File: src/rtl/bpc_pkg.sv
// Shared types, field widths, register indexes and scale tables of the pressure compensation core.
package bpc_pkg;

	localparam int RAW_W      = 24;
	localparam int TEMP_W     = 24;
	localparam int PRES_W     = 32;
	localparam int OSR_W      = 3;
	localparam int CALIB_W    = 48;
	localparam int CFG_IDX_W  = 3;
	localparam int CFG_DATA_W = 48;

	// Odd part of a scale factor, and restoring-divider steps per stage.
	localparam int ODD_W     = 8;
	localparam int SHIFT_W   = 5;
	localparam int DIV_STEPS = 4;

	// Register stages of the polynomial evaluator.
	localparam int POLY_STAGES = 8;

	// Configuration register indexes.
	localparam logic [CFG_IDX_W-1:0] REG_CALIB_LOW  = 3'd0;
	localparam logic [CFG_IDX_W-1:0] REG_CALIB_MID  = 3'd1;
	localparam logic [CFG_IDX_W-1:0] REG_CALIB_HIGH = 3'd2;
	localparam logic [CFG_IDX_W-1:0] REG_TEMP_OSR   = 3'd3;
	localparam logic [CFG_IDX_W-1:0] REG_PRES_OSR   = 3'd4;

	localparam logic [OSR_W-1:0] OSR_RESET = 3'd4;

	// Each datasheet scale factor is odd * 2^shift:
	// 524288 = 1<<19, 1572864 = 3<<19, 3670016 = 7<<19, 7864320 = 15<<19,
	// 253952 = 31<<13, 516096 = 63<<13, 1040384 = 127<<13, 2088960 = 255<<13.
	localparam logic [ODD_W-1:0] SCALE_ODD [8] = '{
		8'd1, 8'd3, 8'd7, 8'd15, 8'd31, 8'd63, 8'd127, 8'd255
	};
	localparam logic [SHIFT_W-1:0] SCALE_SHIFT [8] = '{
		5'd19, 5'd19, 5'd19, 5'd19, 5'd13, 5'd13, 5'd13, 5'd13
	};

	typedef struct packed {
		logic signed [11:0] c0;
		logic signed [11:0] c1;
		logic signed [19:0] c00;
		logic signed [19:0] c10;
		logic signed [15:0] c01;
		logic signed [15:0] c11;
		logic signed [15:0] c20;
		logic signed [15:0] c21;
		logic signed [15:0] c30;
	} coef_t;

	typedef struct packed {
		logic signed [RAW_W-1:0] raw_temperature;
		logic signed [RAW_W-1:0] raw_pressure;
	} sample_t;

	typedef struct packed {
		logic signed [TEMP_W-1:0] temperature;
		logic signed [PRES_W-1:0] pressure;
		logic                     saturated;
	} result_t;

endpackage

File: src/rtl/bpc_scaler.sv
// Raw sample to signed fixed point: magnitude, rounding offset, pipelined divide by the odd factor.
module bpc_scaler #(
	parameter int SCALED_FRACTION_BITS = 20
) (
	input  logic                                    clk,
	input  logic                                    adv,
	input  logic signed [bpc_pkg::RAW_W-1:0]        raw,
	input  logic        [bpc_pkg::OSR_W-1:0]        osr,
	output logic signed [SCALED_FRACTION_BITS+6:0]  scaled
);

	localparam int F          = SCALED_FRACTION_BITS;
	localparam int SUMW       = bpc_pkg::RAW_W + F;
	localparam int XW         = SUMW - 13;
	localparam int DIV_STAGES = (XW + bpc_pkg::DIV_STEPS - 1) / bpc_pkg::DIV_STEPS;
	localparam int DW         = DIV_STAGES * bpc_pkg::DIV_STEPS;
	localparam int QW         = F + 6;
	localparam int SW         = F + 7;
	localparam int OW         = bpc_pkg::ODD_W;

	logic [OW-1:0]                   odd;
	logic [bpc_pkg::SHIFT_W-1:0]     shamt;
	logic [bpc_pkg::RAW_W-1:0]       mag;
	logic [SUMW-1:0]                 half;
	logic [SUMW-1:0]                 sum;
	logic [XW-1:0]                   x_n;

	logic [DW-1:0]  x_s1;
	logic           neg_s1;
	logic [DW-1:0]  dwork_s [DIV_STAGES];
	logic [OW-1:0]  drem_s  [DIV_STAGES-1];
	logic           dneg_s  [DIV_STAGES];
	logic [SW-1:0]  qx;
	logic [SW-1:0]  scaled_s;

	// Round to nearest on the magnitude: add half of the factor, drop its power of two.
	always_comb begin
		odd   = bpc_pkg::SCALE_ODD[osr];
		shamt = bpc_pkg::SCALE_SHIFT[osr];
		mag   = raw[bpc_pkg::RAW_W-1] ? ($unsigned(~raw) + 1'b1) : $unsigned(raw);
		half  = SUMW'(odd) << (shamt - 5'd1);
		sum   = {mag, {F{1'b0}}} + half;
		x_n   = XW'(sum >> shamt);
	end

	always_ff @(posedge clk) begin
		if (adv) begin
			x_s1   <= DW'(x_n);
			neg_s1 <= raw[bpc_pkg::RAW_W-1];
		end
	end

	// Restoring division by the odd factor, a few quotient bits per stage.
	for (genvar g = 0; g < DIV_STAGES; g++) begin : g_div
		logic [DW-1:0] work_in;
		logic [DW-1:0] work_nx;
		logic [OW-1:0] rem_in;
		logic [OW-1:0] rem_nx;
		logic          neg_in;

		if (g == 0) begin : g_first
			assign work_in = x_s1;
			assign rem_in  = '0;
			assign neg_in  = neg_s1;
		end else begin : g_next
			assign work_in = dwork_s[g-1];
			assign rem_in  = drem_s[g-1];
			assign neg_in  = dneg_s[g-1];
		end

		always_comb begin
			logic [OW:0] r;
			work_nx = work_in;
			rem_nx  = rem_in;
			r       = '0;
			for (int j = 0; j < bpc_pkg::DIV_STEPS; j++) begin
				r       = {rem_nx, work_nx[DW-1]};
				work_nx = {work_nx[DW-2:0], 1'b0};
				if (r >= {1'b0, odd}) begin
					r          = r - {1'b0, odd};
					work_nx[0] = 1'b1;
				end
				rem_nx = r[OW-1:0];
			end
		end

		always_ff @(posedge clk) begin
			if (adv) begin
				dwork_s[g] <= work_nx;
				dneg_s[g]  <= neg_in;
			end
		end

		if (g < DIV_STAGES - 1) begin : g_rem
			always_ff @(posedge clk) begin
				if (adv) begin
					drem_s[g] <= rem_nx;
				end
			end
		end
	end

	// Restore the sign.
	assign qx = {1'b0, dwork_s[DIV_STAGES-1][QW-1:0]};

	always_ff @(posedge clk) begin
		if (adv) begin
			scaled_s <= dneg_s[DIV_STAGES-1] ? (~qx + 1'b1) : qx;
		end
	end

	assign scaled = $signed(scaled_s);

endmodule

File: config.mk
export PLATFORM = sky130hd
export DESIGN_NAME = bpc_scaler
export DESIGN_NICKNAME = d
export VERILOG_FILES = /design/src/rtl/bpc_pkg.sv /design/src/rtl/bpc_scaler.sv
export SDC_FILE = /design/constraint.sdc
export NUM_CORES = 1
export LEC_CHECK = 0
export ABC_AREA = 1
export BUFFER_PORTS_ARGS = -buffer_cell sky130_fd_sc_hd__buf_2
export CELL_PAD_IN_SITES_DETAIL_PLACEMENT = 0
export CELL_PAD_IN_SITES_GLOBAL_PLACEMENT = 2
export CORE_ASPECT_RATIO = 1.5
export CORE_UTILIZATION = 36
export DETAILED_ROUTE_END_ITERATION = 6
export MAX_ROUTING_LAYER = met4
export PLACE_DENSITY_LB_ADDON = 0.1
export SYNTH_ARGS = -nofsm -noshare
export SYNTH_HDL_FRONTEND = slang
export SYNTH_SLANG_ARGS = --single-unit
File: constraint.sdc
create_clock -name clk -period 8 [get_ports clk]
set_input_delay 0.8 -clock clk [delete_from_list [all_inputs] [get_ports clk]]
set_output_delay 0.8 -clock clk [all_outputs]
set_load 0.01 [all_outputs]
==> qor.yml <==
nets: 3527
yosysWarnings: 0
drtIter0Drc: 945
slew_violations: 0
synth_area_leaders: "edfxtp_1 39%, ha_1 13%, nand2_1 12%"
dieArea_mm2: 0.07233
gp_congestion: 0.8485
required_ns: 8.31
max_slew_margin: 0.3083
root_buffer: "clkbuf_16"
core_mm2: 0.07028
cts_hold_buf: 0
antenna_found_initial: 0
clk_pin_slew_worst_paths_ns: 0.06
detail-route-antenna-nets: 0
period_share: 0.9192
cts.sinks: 333
place_hpwl_um: 54080
syn_inst: 2999
die_x_um: 219.9
syn_to_final_growth_pct: 14.30
multi_input_area_mm2: 0.01416
grt_pass1_vias: 20462
drive_gt1_frac: 0.1193
setup_viol: 0
yosysUniqueCellTypes: 58
grt_pass1_wl_um: 108800
first_pass_iters: 7
wl_um: 68910
avgRoutedWirePerCell_um: 16.64
synth_top_area_frac: 0.3899
die_h_um: 328.9
critPathKind: "input pin to flip-flop"
via_per_inst: 4.871
status: "complete, but fails checks"
routed-wl-met2_um: 37500
fin_crit_ns: 7.353
grt_max_degree: 146
path_max_fanout: 21
drv_cap: 0
dpl-instance-area_mm2: 0.02797
seqCellArea_mm2: 0.01000
critPathMostFrequentCell: "nand2_1"
violations: "design-rule violations"
max_freq_mhz: 136.0
track_usage: 0.2006
crit_arrival_ns: 7.66
cts_buffer_depth: 3
synth_area_mm2: 0.02565
finalSetupTns_ns: 0
diodes: 0
fin_ws_ns: 0.6468
final_area_mm2: 0.02931
rows: 119
start_util: 0.3649
max_stage_delay_ns: 0.40
yosysSeqAreaShare: 0.3899
clk_latency_ns: 0.57
route.met3.wl_um: 1459
overflow: 0
n_fill_cell: 7046
highest_layer: "met4"
crit_path_start_kind: "input pin"
num_io_pins: 56
crit_slowest_cell: "a211oi_1"
avgSynthCellArea_um2: 8.551
end_kind: "flip-flop"
numPortBuffers: 55
rsz0062_at_grt: "no"
met1_length_um: 27810
cts-buffers-inserted: 38
final_util: 0.4171
tightest_slew_ns: 1.038
skew_ns: 0.01995
vias: 20177
finalHoldViolCount: 0
drc: 16
h-tree-depth: 2
place_ws_ns: -0.1283
ys_seq_elements: 333
worstHoldPathType: "flip-flop to flip-flop"
cts_tree: "built"
synth_top_cell_by_area: "edfxtp_1"
-- logic make-up after synthesis --
| family | share of synthesized area |
|---|---|
| buf+inv | 0.06225 |
| fa+ha+maj | 0.1503 |
| xor+xnor | 0.07230 |
| simple gates | 0.2386 |
| other cells | 0.0001462 |
| flops | 0.3899 |
| compound gates | 0.08650 |
-- cell usage after synthesis, drive strengths merged --
master	instances
clkinv	1
xnor2	76
nor3b	1
inv	379
o21bai	7
a21o	4
nor4	5
a221oi	1
or2	17
o21ai	148
o221ai	1
nand3b	17
xor2	134
o221a	1
or4	1
clkbuf	8
nand2	865
fa	30
o21a	6
a31oi	10
nor2	199
edfxtp	333
o31ai	5
nand3	190
a41oi	6
a21boi	1
nor3	26
a21oi	181
ha	260
conb	1
buf	15
nand4	43
o211ai	14
and2	2
a211oi	11
-- repair_timing --
action	CTS	global route
buffers inserted	0	6
setup endpoints to repair	0	19
gates resized for setup	0	6
-- critical path, delay by kind of cell --
| kind | cells | cell delay, ns |
|---|---|---|
| AND/OR/NAND/NOR | 22 | 2.56 |
| AO/OA/AOI/OAI | 10 | 1.79 |
| adder cells (fa/ha/maj) | 5 | 1.45 |
| buffers and inverters | 7 | 1.08 |
-- flip-flops by register name, summed over array words and instances (netlist names) --
name and flops:
scaled 27, dwork_s 210, g_div.neg_in 1, g_div.work_in 31, drem_s 56, dneg_s 8
-- placed cells by master (no fill, tap or decap), types with 7 or more instances in the layout --
| master | n |
|---|---|
| a21oi_1 | 175 |
| a31oi_1 | 10 |
| nor2_2 | 7 |
| clkinv_1 | 8 |
| nor2_4 | 16 |
| nand2_1 | 819 |
| fa_1 | 30 |
| nand2_4 | 11 |
| nand2_2 | 34 |
| inv_1 | 361 |
| buf_4 | 112 |
| nand3_1 | 166 |
| nor3_1 | 25 |
| a211oi_1 | 10 |
| nand3_2 | 20 |
| inv_2 | 15 |
| o211ai_1 | 14 |
| xor2_1 | 132 |
| clkbuf_16 | 39 |
| conb_1 | 16 |
| or2_2 | 14 |
| buf_2 | 53 |
| o21ai_2 | 10 |
| o21ai_1 | 34 |
| nand3b_1 | 16 |
| buf_12 | 10 |
| nor2_1 | 176 |
| xnor2_1 | 76 |
| edfxtp_1 | 333 |
| nand4_1 | 42 |
| o21ai_0 | 103 |
| ha_1 | 260 |
-- layer usage --
layer  global-route usage  up-vias
met3              0.01988      112
met2               0.3796      247
li1                     -    10474
met5                    -        -
met4              0.06402        0
met1               0.2151     9344
-- path summary, 6_finish.rpt --
path,from,to,slack [ns],depth (start not counted)
max,osr[2],drem_s[6][6],0.65,44
min,dwork_s[1][37],dwork_s[1][73],0.41,0
max reg2reg,drem_s[3][6],drem_s[4][2],1.23,39
min reg2reg,dwork_s[1][37],dwork_s[1][73],0.41,0
-- layout make-up --
cell class | count | share of cell area
timing repair buffer | 177 | 0.04533
tap | 907 | 0.03871
sequential | 333 | 0.3411
clock inverter | 25 | 0.009092
clock buffer | 42 | 0.03368
multi-input combinational | 2278 | 0.4831
inverter | 380 | 0.04892
-- stage by stage --
stage / hold WS [ns] / std cells
final: 0.4088 / 4142
after global routing: 0.4159 / 4142
after CTS: 0.4096 / 4136
after detailed placement: 0.4045 / 4069
after global placement: 0.4005 / 4069
after floorplan: 0.4003 / 3014
Power is left out: the tool's default activity adds up to more than one toggle a clock period on the data nets, which glitch-free logic cannot reach.
